File: src/rtl/sdcp_pkg.sv
// Shared types and character constants of the serial duty command parser.
package sdcp_pkg;

    // Received characters with a meaning to the parser.
    localparam logic [7:0] CH_NUL    = 8'h00;
    localparam logic [7:0] CH_TAB    = 8'h09;
    localparam logic [7:0] CH_LF     = 8'h0A;
    localparam logic [7:0] CH_CR     = 8'h0D;
    localparam logic [7:0] CH_SPACE  = 8'h20;
    localparam logic [7:0] CH_DOLLAR = 8'h24;
    localparam logic [7:0] CH_PLUS   = 8'h2B;
    localparam logic [7:0] CH_COMMA  = 8'h2C;
    localparam logic [7:0] CH_MINUS  = 8'h2D;
    localparam logic [7:0] CH_ZERO   = 8'h30;
    localparam logic [7:0] CH_NINE   = 8'h39;
    localparam logic [7:0] CH_A      = 8'h61;
    localparam logic [7:0] CH_B      = 8'h62;
    localparam logic [7:0] CH_F      = 8'h66;
    localparam logic [7:0] CH_G      = 8'h67;
    localparam logic [7:0] CH_R      = 8'h72;
    localparam logic [7:0] CH_V      = 8'h76;
    localparam logic [7:0] CH_W      = 8'h77;

    // Event kinds.
    localparam logic [1:0] KIND_DUTY    = 2'd0;
    localparam logic [1:0] KIND_VERSION = 2'd1;
    localparam logic [1:0] KIND_FLUSH   = 2'd2;

    // Channels.
    localparam logic [1:0] CHAN_RED   = 2'd0;
    localparam logic [1:0] CHAN_GREEN = 2'd1;
    localparam logic [1:0] CHAN_BLUE  = 2'd2;
    localparam logic [1:0] CHAN_WHITE = 2'd3;

    // Number reader phases.
    localparam logic [1:0] PH_SKIP   = 2'd0;
    localparam logic [1:0] PH_SIGN   = 2'd1;
    localparam logic [1:0] PH_DIGITS = 2'd2;
    localparam logic [1:0] PH_DONE   = 2'd3;

    localparam int NUM_RES = 4;

    typedef struct packed {
        logic [1:0] kind;
        logic [1:0] chan;
        logic [9:0] duty;
    } t_result;

    typedef struct packed {
        logic [2:0]                 count;
        t_result [NUM_RES-1:0]      res;
    } t_batch;

endpackage

File: src/rtl/sdcp_parser.sv
// Command state of the parser and the decode of one character into a result batch.
module sdcp_parser #(
    parameter int LAST_POSITION = 30,
    parameter int DUTY_MAX      = 1023,
    parameter int LIST_SLOTS    = 4
) (
    input  logic             i_clk,
    input  logic             i_rst_n,
    input  logic             i_go,
    input  logic [7:0]       i_char,
    output sdcp_pkg::t_batch o_batch
);

    localparam int WPW        = $clog2(LAST_POSITION + 1);
    localparam int MW         = $clog2(DUTY_MAX + 2);
    localparam int PW         = MW + 4;
    localparam int EW         = (MW > 10) ? MW : 10;
    localparam int LCW        = $clog2(LIST_SLOTS + 1);
    localparam int LIST_DEPTH = (LIST_SLOTS > 4) ? LIST_SLOTS : 4;

    localparam logic [MW-1:0] DUTY_MAX_M = MW'(DUTY_MAX);
    localparam logic [MW-1:0] DUTY_SAT_M = MW'(DUTY_MAX + 1);
    localparam logic [PW-1:0] DUTY_MAX_P = PW'(DUTY_MAX);
    localparam logic [WPW-1:0] LAST_POS_W = WPW'(LAST_POSITION);

    logic [WPW-1:0] r_wpos,    n_wpos;
    logic [7:0]     r_letter,  n_letter;
    logic           r_seen,    n_seen;
    logic [1:0]     r_phase,   n_phase;
    logic           r_minus,   n_minus;
    logic [MW-1:0]  r_mag,     n_mag;
    logic           r_tok,     n_tok;
    logic [9:0]     r_list [LIST_DEPTH];
    logic [9:0]     n_list [LIST_DEPTH];
    logic [LCW-1:0] r_lcnt,    n_lcnt;

    // Number reader outcome for the current character.
    logic           is_ws;
    logic           is_digit;
    logic [PW-1:0]  prod;
    logic [1:0]     fd_phase;
    logic           fd_minus;
    logic [MW-1:0]  fd_mag;
    logic [9:0]     commit_v;
    logic [9:0]     single_v;
    logic [EW-1:0]  ext_v;
    logic [EW-1:0]  ext_c;
    logic [MW-1:0]  clamp_m;
    logic [9:0]     list_out [sdcp_pkg::NUM_RES];
    logic           dropped;

    always_comb begin
        is_ws    = (i_char == sdcp_pkg::CH_SPACE) ||
                   ((i_char >= sdcp_pkg::CH_TAB) && (i_char <= sdcp_pkg::CH_CR));
        is_digit = (i_char >= sdcp_pkg::CH_ZERO) && (i_char <= sdcp_pkg::CH_NINE);
        // Multiply by ten as shifts and add.
        prod     = (PW'(r_mag) << 3) + (PW'(r_mag) << 1) + PW'(i_char[3:0]);
        fd_phase = r_phase;
        fd_minus = r_minus;
        fd_mag   = r_mag;
        priority if (r_phase == sdcp_pkg::PH_SKIP && is_ws) begin
            fd_phase = r_phase;
        end else if (r_phase == sdcp_pkg::PH_SKIP &&
                     (i_char == sdcp_pkg::CH_PLUS || i_char == sdcp_pkg::CH_MINUS)) begin
            fd_minus = (i_char == sdcp_pkg::CH_MINUS);
            fd_phase = sdcp_pkg::PH_SIGN;
        end else if (r_phase != sdcp_pkg::PH_DONE && is_digit) begin
            fd_phase = sdcp_pkg::PH_DIGITS;
            fd_mag   = (prod > DUTY_MAX_P) ? DUTY_SAT_M : prod[MW-1:0];
        end else begin
            fd_phase = sdcp_pkg::PH_DONE;
        end

        // A list token out of range, or negative, counts as zero.
        ext_c    = EW'(r_mag);
        commit_v = (r_minus || r_mag > DUTY_MAX_M) ? 10'd0 : ext_c[9:0];
        clamp_m  = r_minus ? '0 : ((r_mag > DUTY_MAX_M) ? DUTY_MAX_M : r_mag);
        ext_v    = EW'(clamp_m);
        single_v = ext_v[9:0];

        // List values as seen at the terminator, with a pending token committed.
        for (int k = 0; k < sdcp_pkg::NUM_RES; k++) begin
            list_out[k] = r_list[k];
            if (r_tok && int'(r_lcnt) == k && k < LIST_SLOTS) begin
                list_out[k] = commit_v;
            end
        end
    end

    always_comb begin
        n_wpos   = r_wpos;
        n_letter = r_letter;
        n_seen   = r_seen;
        n_phase  = r_phase;
        n_minus  = r_minus;
        n_mag    = r_mag;
        n_tok    = r_tok;
        n_lcnt   = r_lcnt;
        for (int k = 0; k < LIST_DEPTH; k++) begin
            n_list[k] = r_list[k];
        end
        o_batch  = '0;
        dropped  = (i_char == sdcp_pkg::CH_LF) || (i_char == sdcp_pkg::CH_CR) ||
                   (i_char == sdcp_pkg::CH_NUL);

        if (i_go && !dropped) begin
            n_wpos = r_wpos + 1'b1;
            if (r_wpos >= LAST_POS_W || i_char == sdcp_pkg::CH_DOLLAR) begin
                if (r_wpos < LAST_POS_W && r_seen) begin
                    unique case (r_letter)
                        sdcp_pkg::CH_A: begin
                            o_batch.count = 3'd4;
                            for (int k = 0; k < sdcp_pkg::NUM_RES; k++) begin
                                o_batch.res[k].kind = sdcp_pkg::KIND_DUTY;
                                o_batch.res[k].chan = 2'(k);
                                o_batch.res[k].duty = list_out[k];
                            end
                        end
                        sdcp_pkg::CH_R, sdcp_pkg::CH_G, sdcp_pkg::CH_B, sdcp_pkg::CH_W: begin
                            o_batch.count       = 3'd1;
                            o_batch.res[0].kind = sdcp_pkg::KIND_DUTY;
                            o_batch.res[0].duty = single_v;
                            unique case (r_letter)
                                sdcp_pkg::CH_R: o_batch.res[0].chan = sdcp_pkg::CHAN_RED;
                                sdcp_pkg::CH_G: o_batch.res[0].chan = sdcp_pkg::CHAN_GREEN;
                                sdcp_pkg::CH_B: o_batch.res[0].chan = sdcp_pkg::CHAN_BLUE;
                                default:        o_batch.res[0].chan = sdcp_pkg::CHAN_WHITE;
                            endcase
                        end
                        sdcp_pkg::CH_V: begin
                            o_batch.count       = 3'd1;
                            o_batch.res[0].kind = sdcp_pkg::KIND_VERSION;
                        end
                        sdcp_pkg::CH_F: begin
                            o_batch.count       = 3'd1;
                            o_batch.res[0].kind = sdcp_pkg::KIND_FLUSH;
                        end
                        default: begin
                            o_batch.count = 3'd0;
                        end
                    endcase
                end
                // Both a terminator and an overlong command restart collection.
                n_wpos   = '0;
                n_letter = '0;
                n_seen   = 1'b0;
                n_tok    = 1'b0;
                n_lcnt   = '0;
                n_phase  = sdcp_pkg::PH_SKIP;
                n_minus  = 1'b0;
                n_mag    = '0;
                for (int k = 0; k < LIST_DEPTH; k++) begin
                    n_list[k] = '0;
                end
            end else if (!r_seen) begin
                n_letter = i_char;
                n_seen   = 1'b1;
            end else if (r_letter == sdcp_pkg::CH_A && i_char == sdcp_pkg::CH_COMMA) begin
                if (r_tok) begin
                    for (int k = 0; k < LIST_DEPTH; k++) begin
                        if (int'(r_lcnt) == k && k < LIST_SLOTS) begin
                            n_list[k] = commit_v;
                        end
                    end
                    if (int'(r_lcnt) < LIST_SLOTS) begin
                        n_lcnt = r_lcnt + 1'b1;
                    end
                    n_tok   = 1'b0;
                    n_phase = sdcp_pkg::PH_SKIP;
                    n_minus = 1'b0;
                    n_mag   = '0;
                end
            end else begin
                if (r_letter == sdcp_pkg::CH_A) begin
                    n_tok = 1'b1;
                end
                n_phase = fd_phase;
                n_minus = fd_minus;
                n_mag   = fd_mag;
            end
        end
    end

    always_ff @(posedge i_clk) begin
        if (!i_rst_n) begin
            r_wpos   <= '0;
            r_letter <= '0;
            r_seen   <= 1'b0;
            r_phase  <= sdcp_pkg::PH_SKIP;
            r_minus  <= 1'b0;
            r_mag    <= '0;
            r_tok    <= 1'b0;
            r_lcnt   <= '0;
            for (int k = 0; k < LIST_DEPTH; k++) begin
                r_list[k] <= '0;
            end
        end else begin
            r_wpos   <= n_wpos;
            r_letter <= n_letter;
            r_seen   <= n_seen;
            r_phase  <= n_phase;
            r_minus  <= n_minus;
            r_mag    <= n_mag;
            r_tok    <= n_tok;
            r_lcnt   <= n_lcnt;
            for (int k = 0; k < LIST_DEPTH; k++) begin
                r_list[k] <= n_list[k];
            end
        end
    end

endmodule

File: src/rtl/serial_duty_command_parser_core.sv
// Top level of the serial duty command parser: input register, parser and result batch.
//
// Characters enter on the rx channel (i_rx_valid, o_rx_ready, i_rx_char), one per
// transfer. Results leave on the res channel (o_res_valid, i_res_ready) with event
// kind, channel, duty and a last flag on the final result caused by a character.
// A transfer lands in an input register; once the batch register is free, the parser
// updates its command state and loads any results into a batch register of up to four
// entries, from which the first result is offered. Characters that cause no result
// are taken at one per cycle while no batch is draining. The batch register drains
// one result per cycle while the receiver is ready, so a '$' that ends an 'a' command
// holds the parser until all four results are taken; that drain sets the rate.
// A stalled receiver keeps the batch in place; the input register then fills
// and o_rx_ready drops until the last result of the batch is taken.
// Reset (synchronous, active low) empties both registers and clears the command
// state; no clearing pass follows, so a character may be sent in the next cycle.
module serial_duty_command_parser_core #(
    parameter int LAST_POSITION = 30,
    parameter int DUTY_MAX      = 1023,
    parameter int LIST_SLOTS    = 4
) (
    input  logic       i_clk,
    input  logic       i_rst_n,
    input  logic       i_rx_valid,
    output logic       o_rx_ready,
    input  logic [7:0] i_rx_char,
    output logic       o_res_valid,
    input  logic       i_res_ready,
    output logic [1:0] o_event_kind,
    output logic [1:0] o_channel,
    output logic [9:0] o_duty,
    output logic       o_last
);

    logic                                   r_in_vld;
    logic [7:0]                             r_in_char;
    logic                                   r_b_vld;
    logic [1:0]                             r_b_idx;
    logic [1:0]                             r_b_last;
    sdcp_pkg::t_result [sdcp_pkg::NUM_RES-1:0] r_b_res;

    sdcp_pkg::t_batch batch;
    logic             out_fire;
    logic             batch_free;
    logic             proc_go;
    logic             load;

    assign out_fire   = o_res_valid && i_res_ready;
    assign batch_free = !r_b_vld || (out_fire && o_last);
    assign proc_go    = r_in_vld && batch_free;
    assign load       = proc_go && (batch.count != 3'd0);
    assign o_rx_ready = !r_in_vld || proc_go;

    sdcp_parser #(
        .LAST_POSITION (LAST_POSITION),
        .DUTY_MAX      (DUTY_MAX),
        .LIST_SLOTS    (LIST_SLOTS)
    ) u_parser (
        .i_clk   (i_clk),
        .i_rst_n (i_rst_n),
        .i_go    (proc_go),
        .i_char  (r_in_char),
        .o_batch (batch)
    );

    always_ff @(posedge i_clk) begin
        if (!i_rst_n) begin
            r_in_vld <= 1'b0;
        end else if (o_rx_ready) begin
            r_in_vld <= i_rx_valid;
        end
    end

    always_ff @(posedge i_clk) begin
        if (o_rx_ready && i_rx_valid) begin
            r_in_char <= i_rx_char;
        end
    end

    always_ff @(posedge i_clk) begin
        if (!i_rst_n) begin
            r_b_vld <= 1'b0;
            r_b_idx <= '0;
        end else if (load) begin
            r_b_vld <= 1'b1;
            r_b_idx <= '0;
        end else if (out_fire) begin
            if (o_last) begin
                r_b_vld <= 1'b0;
            end else begin
                r_b_idx <= r_b_idx + 1'b1;
            end
        end
    end

    always_ff @(posedge i_clk) begin
        if (load) begin
            r_b_last <= 2'(batch.count - 3'd1);
            r_b_res  <= batch.res;
        end
    end

    assign o_res_valid  = r_b_vld;
    assign o_event_kind = r_b_res[r_b_idx].kind;
    assign o_channel    = r_b_res[r_b_idx].chan;
    assign o_duty       = r_b_res[r_b_idx].duty;
    assign o_last       = (r_b_idx == r_b_last);

    // The drain index never runs past the last entry of the batch.
    a_idx_in_batch: assert property (@(posedge i_clk) disable iff (!i_rst_n)
        r_b_vld |-> (r_b_idx <= r_b_last))
        else $error("batch index beyond last entry");

    // A loaded batch starts from its first entry.
    a_load_start: assert property (@(posedge i_clk) disable iff (!i_rst_n)
        load |=> (r_b_vld && r_b_idx == 2'd0))
        else $error("batch not started at first entry");

    // A character blocked by a busy batch stays in the input register.
    a_in_hold: assert property (@(posedge i_clk) disable iff (!i_rst_n)
        (r_in_vld && !proc_go) |=> (r_in_vld && $stable(r_in_char)))
        else $error("blocked character lost");

    // Requests carry no channel or duty and are single results.
    a_request_form: assert property (@(posedge i_clk) disable iff (!i_rst_n)
        (o_res_valid && o_event_kind != sdcp_pkg::KIND_DUTY)
            |-> (o_channel == 2'd0 && o_duty == 10'd0 && o_last))
        else $error("malformed request result");

endmodule

File: config.mk
export PLATFORM = sky130hd
export DESIGN_NAME = serial_duty_command_parser_core
export DESIGN_NICKNAME = d
export VERILOG_FILES = /design/src/rtl/sdcp_pkg.sv /design/src/rtl/sdcp_parser.sv /design/src/rtl/serial_duty_command_parser_core.sv
export SDC_FILE = /design/constraint.sdc
export NUM_CORES = 1
export LEC_CHECK = 0
export BUFFER_PORTS_ARGS = -buffer_cell sky130_fd_sc_hd__buf_2
export CORE_MARGIN = 2
export CORE_UTILIZATION = 50
export CTS_CLUSTER_DIAMETER = 50
export CTS_CLUSTER_SIZE = 12
export DETAILED_ROUTE_END_ITERATION = 7
export PLACE_DENSITY = 0.77
export SYNTH_ARGS = -nofsm -noshare
export SYNTH_HDL_FRONTEND = slang
export SYNTH_SLANG_ARGS = --single-unit
File: constraint.sdc
create_clock -name i_clk -period 13.7 [get_ports i_clk]
set_input_delay 0 -clock i_clk [delete_from_list [all_inputs] [get_ports i_clk]]
set_output_delay 0 -clock i_clk [all_outputs]
set_load 0.01 [all_outputs]
# Word level (Yosys, flattened, before mapping)

Memories as Yosys holds them, arrays and structs flattened.
Cells that the tools add are included.

Input bits: 12
Output and inout bits: 17
Bits in writable memories: 40
Memories kept: 1
Bits in registers: 102

Eq/ne operators: 23
Bitwise gates (word level): 6
Add/sub/neg operators: 6
Reductions and logical operators: 54
Mux-type cells: 69
Magnitude comparators: 10

Memories:

| memory          | depth | width | read ports | clocked after Yosys merged registers in | wr ports | line              | text |
|---|---|---|---|---|---|---|---|
| u_parser.r_list | 4     | 10    | 4          | 0                                       | 4        | sdcp_parser.sv:33 | `logic [9:0] r_list [LIST_DEPTH];` |

Operators by type and width:

| operator                                                                | count |
|---|---|
| 40-bit two-way mux                                                      | 6 |
| 59-bit two-way mux                                                      | 3 |
| 10-bit two-way mux                                                      | 15 |
| 11-bit two-way mux                                                      | 8 |
| 8-bit by 7-bit equality test with 1-bit output (second input constant)  | 7 |
| 8-bit by 6-bit equality test with 1-bit output (second input constant)  | 5 |
| 14-bit binary-select mux with 2-bit select                              | 1 |
| 12-bit one-hot mux with 2 select lines                                  | 1 |
| 1-bit logical AND                                                       | 17 |
| 1-bit two-way mux                                                       | 17 |
| 8-bit by 4-bit equality test with 1-bit output (second input constant)  | 2 |
| 8-bit two-way mux                                                       | 2 |
| 14-bit by 12-bit adder with 15-bit output                               | 1 |
| 15-bit by 4-bit adder with 15-bit output                                | 1 |
| 15-bit by 10-bit > comparator with 1-bit output (second input constant) | 1 |
| 3-bit two-way mux                                                       | 5 |
| 14-bit two-way mux                                                      | 1 |
| 2-bit two-way mux                                                       | 6 |
| 2-bit nonzero test                                                      | 6 |
| 3-bit nonzero test                                                      | 4 |
| 11-bit by 10-bit > comparator with 1-bit output (second input constant) | 1 |
| 5-bit AND reduction                                                     | 2 |
| 8-bit by 4-bit >= comparator with 1-bit output (second input constant)  | 1 |
| 8-bit by 6-bit >= comparator with 1-bit output (second input constant)  | 1 |
| other kinds (34)                                                        | 54 |

# Logic depth before layout (Yosys ltp)

Gate-level depths: netlist of run 1.

Depth in word-level cells: 12
Depth in mapped cells: 11

# By module

Synthesis of run 1 repeated with hierarchy kept, for this count alone.

Cells, all modules: 715
Area total of the unflattened synthesis: 7,310.8 sq um

By module, submodules not included:

| module                          | instances | cells an instance | area an instance (sq um) |
|---|---|---|---|
| sdcp_parser                     | 1         | 598               | 4,652.0 |
| serial_duty_command_parser_core | 1         | 117               | 2,658.8 |

# Worst setup path before layout of run 1

Ideal clock, no wire load.

Kind: reg2reg
Start point: register r_in_char[0]
End point: register r_b_last[0], enable pin
Library setup time: 573 ps
Period minus slack after synthesis: 6,742 ps
Data required time: 13,127 ps
Slack: 6,958 ps
Data arrival time: 6,169 ps
Cell stages (with the launch flop): 4
Cell sequence: edfxtp_1 -> or4b_4 -> o41a_4 -> nor4_1

Cells in the longest elaborated chain, start to end: 8
Elaborated cells on any way between the ends: 13
Classes of those cells: eq/ne: 3; mux: 2; reduce/logical: 8

RTL lines:

| what                                           | line                                  | text |
|---|---|---|
| start: declaration                             | serial_duty_command_parser_core.sv:35 | `logic [7:0] r_in_char;` |
| start signal: assignment                       | serial_duty_command_parser_core.sv:75 | `r_in_char <= i_rx_char;` |
| 8-bit by 4-bit equality test with 1-bit output | sdcp_parser.sv:103                    | `dropped = (i_char == sdcp_pkg::CH_LF) \|\| (i_char == sdcp_pkg::CH_CR) \|\|` |
| 1-bit logical OR (2 in series)                 | sdcp_parser.sv:103                    |  |
| 1-bit zero test                                | sdcp_parser.sv:106                    | `if (i_go && !dropped) begin` |
| 1-bit logical AND                              | sdcp_parser.sv:106                    |  |
| 59-bit two-way mux (*)                         | sdcp_parser.sv:106                    |  |
| 3-bit nonzero test (*)                         | serial_duty_command_parser_core.sv:50 | `assign load = proc_go && (batch.count != 3'd0);` |
| 1-bit logical AND (*)                          | serial_duty_command_parser_core.sv:50 |  |
| net load                                       | serial_duty_command_parser_core.sv:45 | `logic load;` |
| end signal: assignment                         | serial_duty_command_parser_core.sv:97 | `r_b_last <= 2'(batch.count - 3'd1);` |
| end: declaration                               | serial_duty_command_parser_core.sv:38 | `logic [1:0] r_b_last;` |

The timed path passes the listed nets; every way through them passes the cells marked *.
A chain may end at the register's enable or synchronous reset.

==> results.sh, run 1 <==
export IMPL_first_pass_iters=5
export IMPL_synth_top_cell_by_area="edfxtp_1"
export IMPL_slowest_delay_ps=1060
export IMPL_insertion_delay_ps=420
export IMPL_setup_tns_final_ps=0
export IMPL_postCtsHoldBufs=11
export IMPL_root_buffer="clkbuf_16"
export IMPL_post_cts_resized=0
export IMPL_area_growth_pct=15.2
export IMPL_drive_above_1_share_pct=12.5
export IMPL_synth_top_cell_area_share_pct=24.6
export IMPL_yosysUniqueCellTypes=66
export IMPL_cp_max_fo=18
export IMPL_drt_iter0_markers=437
export IMPL_synth_seq_cells=130
export IMPL_powerDensity_nw_per_um2=122
export IMPL_clk_pin_slew_ps=60
export IMPL_start_util_pct=51.7
export IMPL_yosysSeqAreaShare_pct=47.6
export IMPL_core_um2=12800
export IMPL_ys_async_sr_fraction_pct=0
export IMPL_rsz0062_at_grt="false"
export IMPL_num_fill_cells=1016
export IMPL_finalMaxSlewViolations=0
export IMPL_grt_pass1_vias=4901
export IMPL_max_slew_margin_pct=17.6
export IMPL_end_kind="flip-flop"
export IMPL_place_congestion=0.886
export IMPL_fin_hold_ws_ps=279
export IMPL_die_w_um=119
export IMPL_irDropWorstVdd_mv=0.0875
export IMPL_synthTopCellsByArea="edfxtp_1 25%, dfxtp_1 23%, nor2_1 8.8%, mux2i_1 6.4%, ha_1 5.3%"
export IMPL_crit_chain="or4b_1 -> nand3_1 -> o311ai_4 -> nor3_2 -> mux2i_1 -> nor2_1"
export IMPL_grt_pass1_wl_mm=24.8
export IMPL_final_setup_skew_ps=11.8
export IMPL_wl_per_cell_um=17.1
export IMPL_vias_per_cell=5.92
export IMPL_tritoncts="done"
export IMPL_syn_nets=707
export IMPL_worst_pin_slew_ps=1230
export IMPL_htreeDepth=4
export IMPL_drc=0
export IMPL_crit_slowest_cell="nor3_2"
export IMPL_syn_inst=665
export IMPL_diodes=0
export IMPL_power_leakage_nw=2.71
export IMPL_max_clock_freq_mhz=292
export IMPL_nets=732
export IMPL_syn_area_per_cell_um2=9.92
export IMPL_cts_max_path_buffers=2
export IMPL_rr_worst_depth=6
export IMPL_post_cts_buffers=0
export IMPL_timing_hold_violations_final=0
export IMPL_layout_min_cycle_time_ps=3430
export IMPL_cts_buffers=17
export IMPL_grt_max_degree=60
export IMPL_period_share_pct=25.0
export IMPL_grt_total_usage_pct=22.0
export IMPL_synthMostInstantiatedCell="nor2_1"
export IMPL_post_dp_hpwl_mm=9.93
export IMPL_totalWireLength_mm=15.0
export IMPL_die_h_um=119
export IMPL_synthFlopType="dfxtp_1"
export IMPL_numPortBuffers=28
export IMPL_gr_total_overflow=0
export IMPL_pin_count=29
export IMPL_cp_arrival_ps=3700
export IMPL_num_vias=5181
export IMPL_critPathKind="reg2reg"
export IMPL_cts_sinks=130
export IMPL_synth_edff_count=54
export IMPL_worstHoldPathType="in2reg"
export IMPL_std_cell_rows=41
export IMPL_ys_warn_count=0
export IMPL_antenna_found_initial=0
export IMPL_die_area_um2=14100
export IMPL_synthTopCellsByCount="154 x nor2_1, 76 x dfxtp_1, 59 x a21oi_1"
export IMPL_setup_viol=0
export IMPL_max_cap_violations=0
export IMPL_worst_setup_path_start_kind="flip-flop"
export IMPL_drtAntennaViolNets=0
export IMPL_cp_required_ps=13980
export IMPL_syn_area_um2=6600
export IMPL_whs_path_depth=2
export IMPL_outcome="finished, final reports clean"
-- final timing paths --
| path | startpoint | endpoint | slack [ps] |
|---|---|---|---|
| setup / recovery | r_b_idx[0]$_SDFFE_PP0P_ | u_parser.r_list[2][6]$_SDFFE_PN0P_ | 10270 |
| hold / removal | i_rx_char[7] | r_in_char[7]$_DFFE_PP_ | 280 |
| setup reg to reg | r_b_idx[0]$_SDFFE_PP0P_ | u_parser.r_list[2][6]$_SDFFE_PN0P_ | 10270 |
| hold reg to reg | u_parser.r_list[2][4]$_SDFFE_PN0P_ | u_parser.r_list[2][4]$_SDFFE_PN0P_ | 500 |
-- cell usage in the layout, fill, tap and decap left out, types with 7 or more instances in the layout --
cell type / n
nor2_1: 154
dfxtp_1: 76
a21oi_1: 59
edfxtp_1: 54
mux2i_1: 42
ha_1: 28
buf_2: 28
nand2_1: 27
inv_1: 19
clkbuf_16: 17
a22o_1: 11
dlygate4sd3_1: 11
mux4_2: 10
a22oi_1: 10
o22ai_1: 10
nand4_1: 9
nand3_1: 9
o21ai_0: 8
xnor2_1: 8
and2_1: 7
nor3_1: 7
-- state kept, by name, summed over array words and instances (netlist names), 2 cells and up --
name               flops
u_parser.r_lcnt        3
u_parser.ext_c        11
r_b_idx                2
u_parser.r_list       40
u_parser.r_wpos        5
u_parser.r_letter      8
u_parser.r_phase       2
r_b_res               45
r_in_char              8
-- metrics by stage --
stage | util, % | setup WS [ps] | cell area [um2] | total power [mW] | instances
after floorplan | - | 6960 | 6600 | 0.438 | 665
after global placement | 53.6 | 10410 | 6850 | 0.444 | 832
after detailed placement | 53.6 | 10340 | 6850 | 0.445 | 832
after CTS | 59.5 | 10280 | 7600 | 0.932 | 875
after global routing | 59.5 | 9980 | 7600 | 0.953 | 875
final | 59.5 | 10270 | 7600 | 0.931 | 875
-- routing by layer --
layer	vias to the layer above	global-route usage [%]	part of all wire, %
li1	2451	-	-
met1	2559	29.0	45
met2	152	35.9	48
met3	19	4.93	5.4
met4	0	7.29	1.1
met5	-	0	0
-- power breakdown --
group,switching (mW),total [mW],internal [mW]
combinational,0.0160,0.0268,0.0107
clock,0.167,0.490,0.323
sequential,0.00828,0.414,0.406
-- critical path: cells and delay by family (launching register included) --
| kind | cells | cell delay (ps) |
|---|---|---|
| flops | 1 | 610 |
| mux | 1 | 300 |
| compound gates | 1 | 320 |
| simple gates | 4 | 2030 |
-- logic make-up after synthesis --
| family | count (synthesis) | synth area share, % |
|---|---|---|
| multiplexers | 52 | 9.78 |
| AO/OA/AOI/OAI | 133 | 13.8 |
| adder cells (fa/ha/maj) | 30 | 5.92 |
| buffers and inverters | 58 | 3.79 |
| AND/OR/NAND/NOR | 250 | 17.5 |
| flip-flops | 130 | 47.6 |
| XOR/XNOR | 12 | 1.59 |
-- layout make-up --
class / instances / area [um2] / share of cell area, %
Clock inverter: 13 / 208 / 2.73
Sequential cell: 130 / 3140 / 41.4
Multi-Input combinational cell: 477 / 3240 / 42.6
Inverter: 20 / 75.1 / 0.988
Tap cell: 172 / 215 / 2.83
Clock buffer: 19 / 433 / 5.70
Timing Repair Buffer: 44 / 288 / 3.79
(Power assumes the default switching activity.)
==> inputs of run 2 (changes only) <==
Settings changed: ABC_AREA set to 1, PLACE_DENSITY 0.77 to 0.79.
Clock period 13.7 ns to 2.9 ns, I/O delays scaled along.
==> results.sh, run 2 <==
export IMPL_gr_total_overflow=0
export IMPL_placed_area_um2=7210
export IMPL_clk_pin_slew_ps=50
export IMPL_post_cts_buffers=0
export IMPL_yosysSeqAreaShare_pct=45.5
export IMPL_root_buffer="clkbuf_16"
export IMPL_core_um2=13300
export IMPL_antenna_found_initial=0
export IMPL_cts_max_path_buffers=2
export IMPL_yosysUniqueCellTypes=40
export IMPL_worst_pin_slew_ps=753
export IMPL_die_w_um=122
export IMPL_synthXorXnorAreaFrac_pct=0.127
export IMPL_synth_seq_cells=130
export IMPL_drtAntennaViolNets=0
export IMPL_place_congestion=0.889
export IMPL_nets=958
export IMPL_p_int_mw=3.41
export IMPL_rsz0062_at_grt="false"
export IMPL_htreeDepth=4
export IMPL_critPathKind="reg2reg"
export IMPL_grt_total_usage_pct=22.8
export IMPL_grt_max_degree=54
export IMPL_wl_per_cell_um=14.1
export IMPL_ys_warn_count=0
export IMPL_insertion_delay_ps=420
export IMPL_period_share_pct=92.0
export IMPL_synth_top_cell_area_share_pct=23.5
export IMPL_vias_per_cell=5.43
export IMPL_syn_area_per_cell_um2=7.86
export IMPL_drc=0
export IMPL_worst_setup_path_start_kind="flip-flop"
export IMPL_rr_worst_depth=15
export IMPL_area_growth_pct=14.8
export IMPL_powerDensity_nw_per_um2=537
export IMPL_sequentialPowerShare_pct=45.4
export IMPL_worstHoldPathType="in2reg"
export IMPL_synth_fa_ha_area_share_pct=5.65
export IMPL_synthMostInstantiatedCell="nand2_1"
export IMPL_max_clock_freq_mhz=375
export IMPL_synthFlopType="dfxtp_1"
export IMPL_switching_share_pct=20.0
export IMPL_layout_min_cycle_time_ps=2670
export IMPL_final_setup_skew_ps=6.99
export IMPL_end_kind="flip-flop"
export IMPL_largest_register="r_b_res"
export IMPL_multi_input_area_um2=3340
export IMPL_post_dp_hpwl_mm=10.8
export IMPL_final_common_cell="nand2_1"
export IMPL_numPortBuffers=28
export IMPL_cp_required_ps=3260
export IMPL_totalWireLength_mm=15.6
export IMPL_num_fill_cells=1170
export IMPL_cp_arrival_ps=3030
export IMPL_cts_sinks=130
export IMPL_syn_area_um2=6910
export IMPL_syn_inst=879
export IMPL_outcome="finished, final reports clean"
export IMPL_switchingPower_mw=0.850
export IMPL_cts_buffers=17
export IMPL_first_pass_iters=6
export IMPL_cp_max_fo=5
export IMPL_stdcell_area_um2=7930
export IMPL_largest_reg_flops=45
export IMPL_combPwrFrac_pct=2.9
export IMPL_finalMaxSlewViolations=0
export IMPL_synthTopCellsByArea="edfxtp_1 23%, dfxtp_1 22%, nand2_1 8.6%, nor2_1 7.9%, a21oi_1 7.1%"
export IMPL_power_leakage_nw=3.16
export IMPL_drt_iter0_markers=525
export IMPL_synth_top_family_by_area="simple AND/OR/NAND/NOR gates"
export IMPL_std_cell_rows=42
export IMPL_synth_compound_area_share_pct=18.2
export IMPL_die_h_um=122
export IMPL_timing_hold_violations_final=0
export IMPL_setup_tns_final_ps=0
export IMPL_total_power_mw=4.26
export IMPL_ys_async_sr_fraction_pct=0
export IMPL_irDropWorstVdd_mv=0.317
export IMPL_setup_viol=0
export IMPL_grt_pass1_vias=5702
export IMPL_layout_common_cells="157 x nand2_1, 145 x nor2_1, 98 x a21oi_1, 96 x o21ai_0, 76 x dfxtp_1"
export IMPL_synthSimpleGateAreaFrac_pct=24.0
export IMPL_max_cap_violations=0
export IMPL_tritoncts="done"
export IMPL_pin_count=29
export IMPL_whs_path_depth=5
export IMPL_drive_above_1_share_pct=11.5
export IMPL_max_slew_margin_pct=49.7
export IMPL_start_util_pct=51.7
export IMPL_die_area_um2=14800
export IMPL_p_clk_share_pct=51.7
export IMPL_synth_top_cell_by_area="edfxtp_1"
export IMPL_grt_pass1_wl_mm=26.8
export IMPL_regArea_um2=3140
export IMPL_diodes=0
export IMPL_synthTopCellsByCount="158 x nand2_1, 145 x nor2_1, 98 x a21oi_1"
export IMPL_muxShareOfSynthArea_pct=0
export IMPL_num_vias=5999
export IMPL_syn_nets=921
export IMPL_synth_edff_count=54
-- run 2: cell types whose count changed after synthesis, sizes merged, moves of 5 or more --
cell / before / now
nand2: 27 / 161
o21ai: 9 / 104
inv: 19 / 75
mux2i: 42 / 0
a21oi: 59 / 99
nand3: 9 / 41
a22o: 12 / 0
a22oi: 10 / 0
mux4: 10 / 0
a211oi: 2 / 10
xnor2: 8 / 0
and2: 8 / 1
clkbuf: 26 / 20
a21o: 5 / 0
-- run 2: timing repair --
action                                 4_1_cts  5_1_grt
setup endpoints to repair                    0       10
endpoints found under the hold margin        9        0
hold buffers                                 9        0
resized for setup                            0        5
-- run 2: layout make-up --
class / instances / share of cell area (%)
multi-input combinational: 643 / 42.1
sequential: 130 / 39.6
clock buffer: 21 / 5.68
timing repair buffer: 49 / 4.20
inverter: 75 / 3.58
tap: 176 / 2.78
clock inverter: 11 / 2.02
-- run 2: worst paths after layout --
path                                          start                                end  slack [ps]
hold / removal                          i_res_ready            r_b_idx[0]$_SDFFE_PP0P_           8
hold reg to reg   u_parser.r_letter[6]$_SDFFE_PN0P_  u_parser.r_letter[6]$_SDFFE_PN0P_         470
setup reg to reg     u_parser.ext_c[0]$_SDFFE_PN0P_     u_parser.ext_c[9]$_SDFFE_PN0P_         230
setup / recovery     u_parser.ext_c[0]$_SDFFE_PN0P_     u_parser.ext_c[9]$_SDFFE_PN0P_         230
-- run 2: critical path: stages (launching register included) --
cell and delay, ps:
dfxtp_1 400, inv_1 100, fa_1 510, inv_1 70, fa_1 460, nand2_1 100
nand2_1 70, nand4_1 110, nand2_1 60, nand2_1 60, nand2_1 50, nor2_1 110
nand2_2 120, nor2_4 180, nand3_1 130, nand2_1 80
-- run 2: logic make-up (layout without fill, tap and decap cells) --
logic type / Yosys count / in the layout
fa+ha+maj: 30 / 30
xor+xnor: 1 / 1
buf+inv: 107 / 156
simple gates: 382 / 383
flops: 130 / 130
compound gates: 229 / 229
-- run 2: stage by stage --
| stage | hold slack, ps | setup WS [ps] | util (%) | std cells |
|---|---|---|---|---|
| 2_1_floorplan | 98.9 | 153 | - | 879 |
| 3_3_place_gp | 177 | 219 | 54.0 | 1063 |
| 3_5_place_dp | 179 | 150 | 54.0 | 1063 |
| 4_1_cts | 0.841 | 80.5 | 59.2 | 1104 |
| 5_1_grt | 44.3 | 2.94 | 59.4 | 1105 |
| 6_report | 8.09 | 231 | 59.4 | 1105 |
-- run 2: power groups by stage --
stage	registers [mW]	clock network [mW]	logic (mW)
CTS	1.93	2.23	0.122
global placement	1.97	0	0.111
floorplan	1.97	0	0.0792
global route	1.93	2.31	0.139
detailed placement	1.97	0	0.112
finish	1.93	2.20	0.123
-- run 2: routing by layer --
metal / part of all wire (%) / GRT usage (%) / routed length, um
met1: 46 / 30.8 / 7180
met2: 46 / 36.2 / 7250
met3: 6.0 / 4.87 / 935
met4: 1.7 / 8.41 / 269
met5: 0 / 0 / 0
==> inputs of run 3 (changes only) <==
Settings changed: CORE_MARGIN 2 to 10.
==> results.sh, run 3 (synthesized netlist as in run 2, its figures left out) <==
export IMPL_numPortBuffers=28
export IMPL_grt_max_degree=54
export IMPL_area_growth_pct=15.0
export IMPL_grt_pass1_vias=5463
export IMPL_first_pass_iters=6
export IMPL_rsz0062_at_grt="false"
export IMPL_nets=959
export IMPL_stdcell_area_um2=7940
export IMPL_setup_tns_final_ps=0
export IMPL_die_h_um=138
export IMPL_drc=0
export IMPL_cts_buffers=17
export IMPL_drive_above_1_share_pct=11.9
export IMPL_final_common_cell="nand2_1"
export IMPL_powerDensity_nw_per_um2=535
export IMPL_std_cell_rows=42
export IMPL_cts_max_path_buffers=2
export IMPL_worst_setup_path_start_kind="flip-flop"
export IMPL_switching_share_pct=20.0
export IMPL_worstHoldPathType="in2reg"
export IMPL_grt_total_usage_pct=17.2
export IMPL_finalMaxSlewViolations=0
export IMPL_layout_common_cells="157 x nand2_1, 145 x nor2_1, 98 x a21oi_1, 96 x o21ai_0, 76 x dfxtp_1"
export IMPL_start_util_pct=51.5
export IMPL_core_um2=13400
export IMPL_max_cap_violations=0
export IMPL_largest_reg_flops=45
export IMPL_grt_use_met3_pct=3.90
export IMPL_power_leakage_nw=3.17
export IMPL_pin_count=29
export IMPL_fin_util_pct=59.3
export IMPL_root_buffer="clkbuf_16"
export IMPL_cts_sinks=130
export IMPL_place_congestion=0.878
export IMPL_gr_total_overflow=0
export IMPL_p_clk_share_pct=51.6
export IMPL_cp_arrival_ps=3010
export IMPL_switchingPower_mw=0.852
export IMPL_max_clock_freq_mhz=377
export IMPL_die_area_um2=18900
export IMPL_total_power_mw=4.25
export IMPL_vias_per_cell=5.42
export IMPL_cp_max_fo=5
export IMPL_met2_usage_pct=28.0
export IMPL_max_slew_margin_pct=45.7
export IMPL_placed_area_um2=7210
export IMPL_reg2reg_slack_ps=250
export IMPL_post_dp_hpwl_mm=11.0
export IMPL_startpoint="u_parser.ext_c[0]$_SDFFE_PN0P_"
export IMPL_tritoncts="done"
export IMPL_worstReg2RegEnd="u_parser.ext_c[3]$_SDFFE_PN0P_"
export IMPL_final_setup_skew_ps=6.88
export IMPL_setup_viol=0
export IMPL_drt_iter0_markers=628
export IMPL_grt_met1_usage_pct=22.2
export IMPL_irDropWorstVdd_mv=0.289
export IMPL_antenna_found_initial=0
export IMPL_drtAntennaViolNets=0
export IMPL_clk_pin_slew_ps=50
export IMPL_period_share_pct=91.5
export IMPL_num_vias=5997
export IMPL_insertion_delay_ps=410
export IMPL_largest_register="r_b_res"
export IMPL_outcome="finished, final reports clean"
export IMPL_whs_path_depth=5
export IMPL_stdcell_count=1106
export IMPL_combPwrFrac_pct=3.0
export IMPL_p_int_mw=3.40
export IMPL_reg2reg_from="u_parser.ext_c[0]$_SDFFE_PN0P_"
export IMPL_wl_per_cell_um=14.4
export IMPL_diodes=0
export IMPL_critPathKind="reg2reg"
export IMPL_crit_end="u_parser.ext_c[3]$_SDFFE_PN0P_"
export IMPL_top_usage_layer="met2"
export IMPL_layout_min_cycle_time_ps=2650
export IMPL_htreeDepth=4
export IMPL_timing_hold_violations_final=0
export IMPL_end_kind="flip-flop"
export IMPL_sequentialPowerShare_pct=45.5
export IMPL_totalWireLength_mm=15.9
export IMPL_num_fill_cells=1123
export IMPL_cp_required_ps=3260
export IMPL_grt_pass1_wl_mm=26.3
export IMPL_dp_cells=1064
export IMPL_die_w_um=138
export IMPL_regArea_um2=3140
export IMPL_multi_input_area_um2=3340
export IMPL_worst_pin_slew_ps=814
export IMPL_rr_worst_depth=13
-- run 3: cell count changes in the layout (fill, tap and decap cells not counted), sizes merged --
cell / before / now
clkinv: 5 / 4
bufinv: 4 / 3
clkinvlp: 2 / 3
clkbuf: 21 / 22
buf: 40 / 41
-- run 3: timing repair --
action                                 CTS  global route
hold buffers                             9             0
setup buffers                            0             0
gates resized for setup                  0             5
setup endpoints to repair                0            10
endpoints found under the hold margin    9             0
-- run 3: per-layer routing --
metal  share of wire, %  vias up
met4                1.2        0
met1                 47     2749
met3                5.8       20
met2                 46      185
met5                  0        -
li1                   -     3043
-- run 3: how the worst min path moves through the flow --
stage / from / end
4_1_cts: i_res_ready / r_b_idx[0]$_SDFFE_PP0P_
6_report: i_res_ready / r_b_idx[0]$_SDFFE_PP0P_
3_5_place_dp: i_rx_char[3] / r_in_char[3]$_DFFE_PP_
5_1_grt: i_res_ready / o_res_valid$_SDFFE_PN0P_
3_3_place_gp: i_rx_char[6] / r_in_char[6]$_DFFE_PP_
2_1_floorplan: i_rx_char[0] / r_in_char[0]$_DFFE_PP_
-- run 3: final cells by class --
type,instances,area share (%)
clock buffer,22,6.11
clock inverter,10,1.65
inverter,75,3.58
multi-input combinational,643,42.0
sequential,130,39.6
tap,176,2.77
timing repair buffer,50,4.28
-- run 3: stage by stage --
stage	hold WS (ps)	setup WS, ps
floorplan	98.9	153
global placement	178	239
detailed placement	179	138
CTS	0.892	119
global route	38.9	11.0
finish	11.8	245
-- run 3: power by group through the flow --
| stage | combinational [mW] | sequential, mW | clock (mW) |
|---|---|---|---|
| after floorplan | 0.0792 | 1.97 | 0 |
| after global placement | 0.113 | 1.97 | 0 |
| after detailed placement | 0.114 | 1.97 | 0 |
| after CTS | 0.125 | 1.93 | 2.21 |
| after global routing | 0.143 | 1.93 | 2.30 |
| final | 0.126 | 1.93 | 2.19 |
-- run 3: worst max-delay path, cell delays in order, from the launching register on --
cell      delay (ps)
dfxtp_1          390
inv_1            100
fa_1             500
inv_1             70
fa_1             460
nand2_1          100
nand2_1           70
nand4_1          120
a21boi_0         110
a21oi_1          170
nand2_2          130
nor2_4           170
nand3_1          120
nand2_1           70
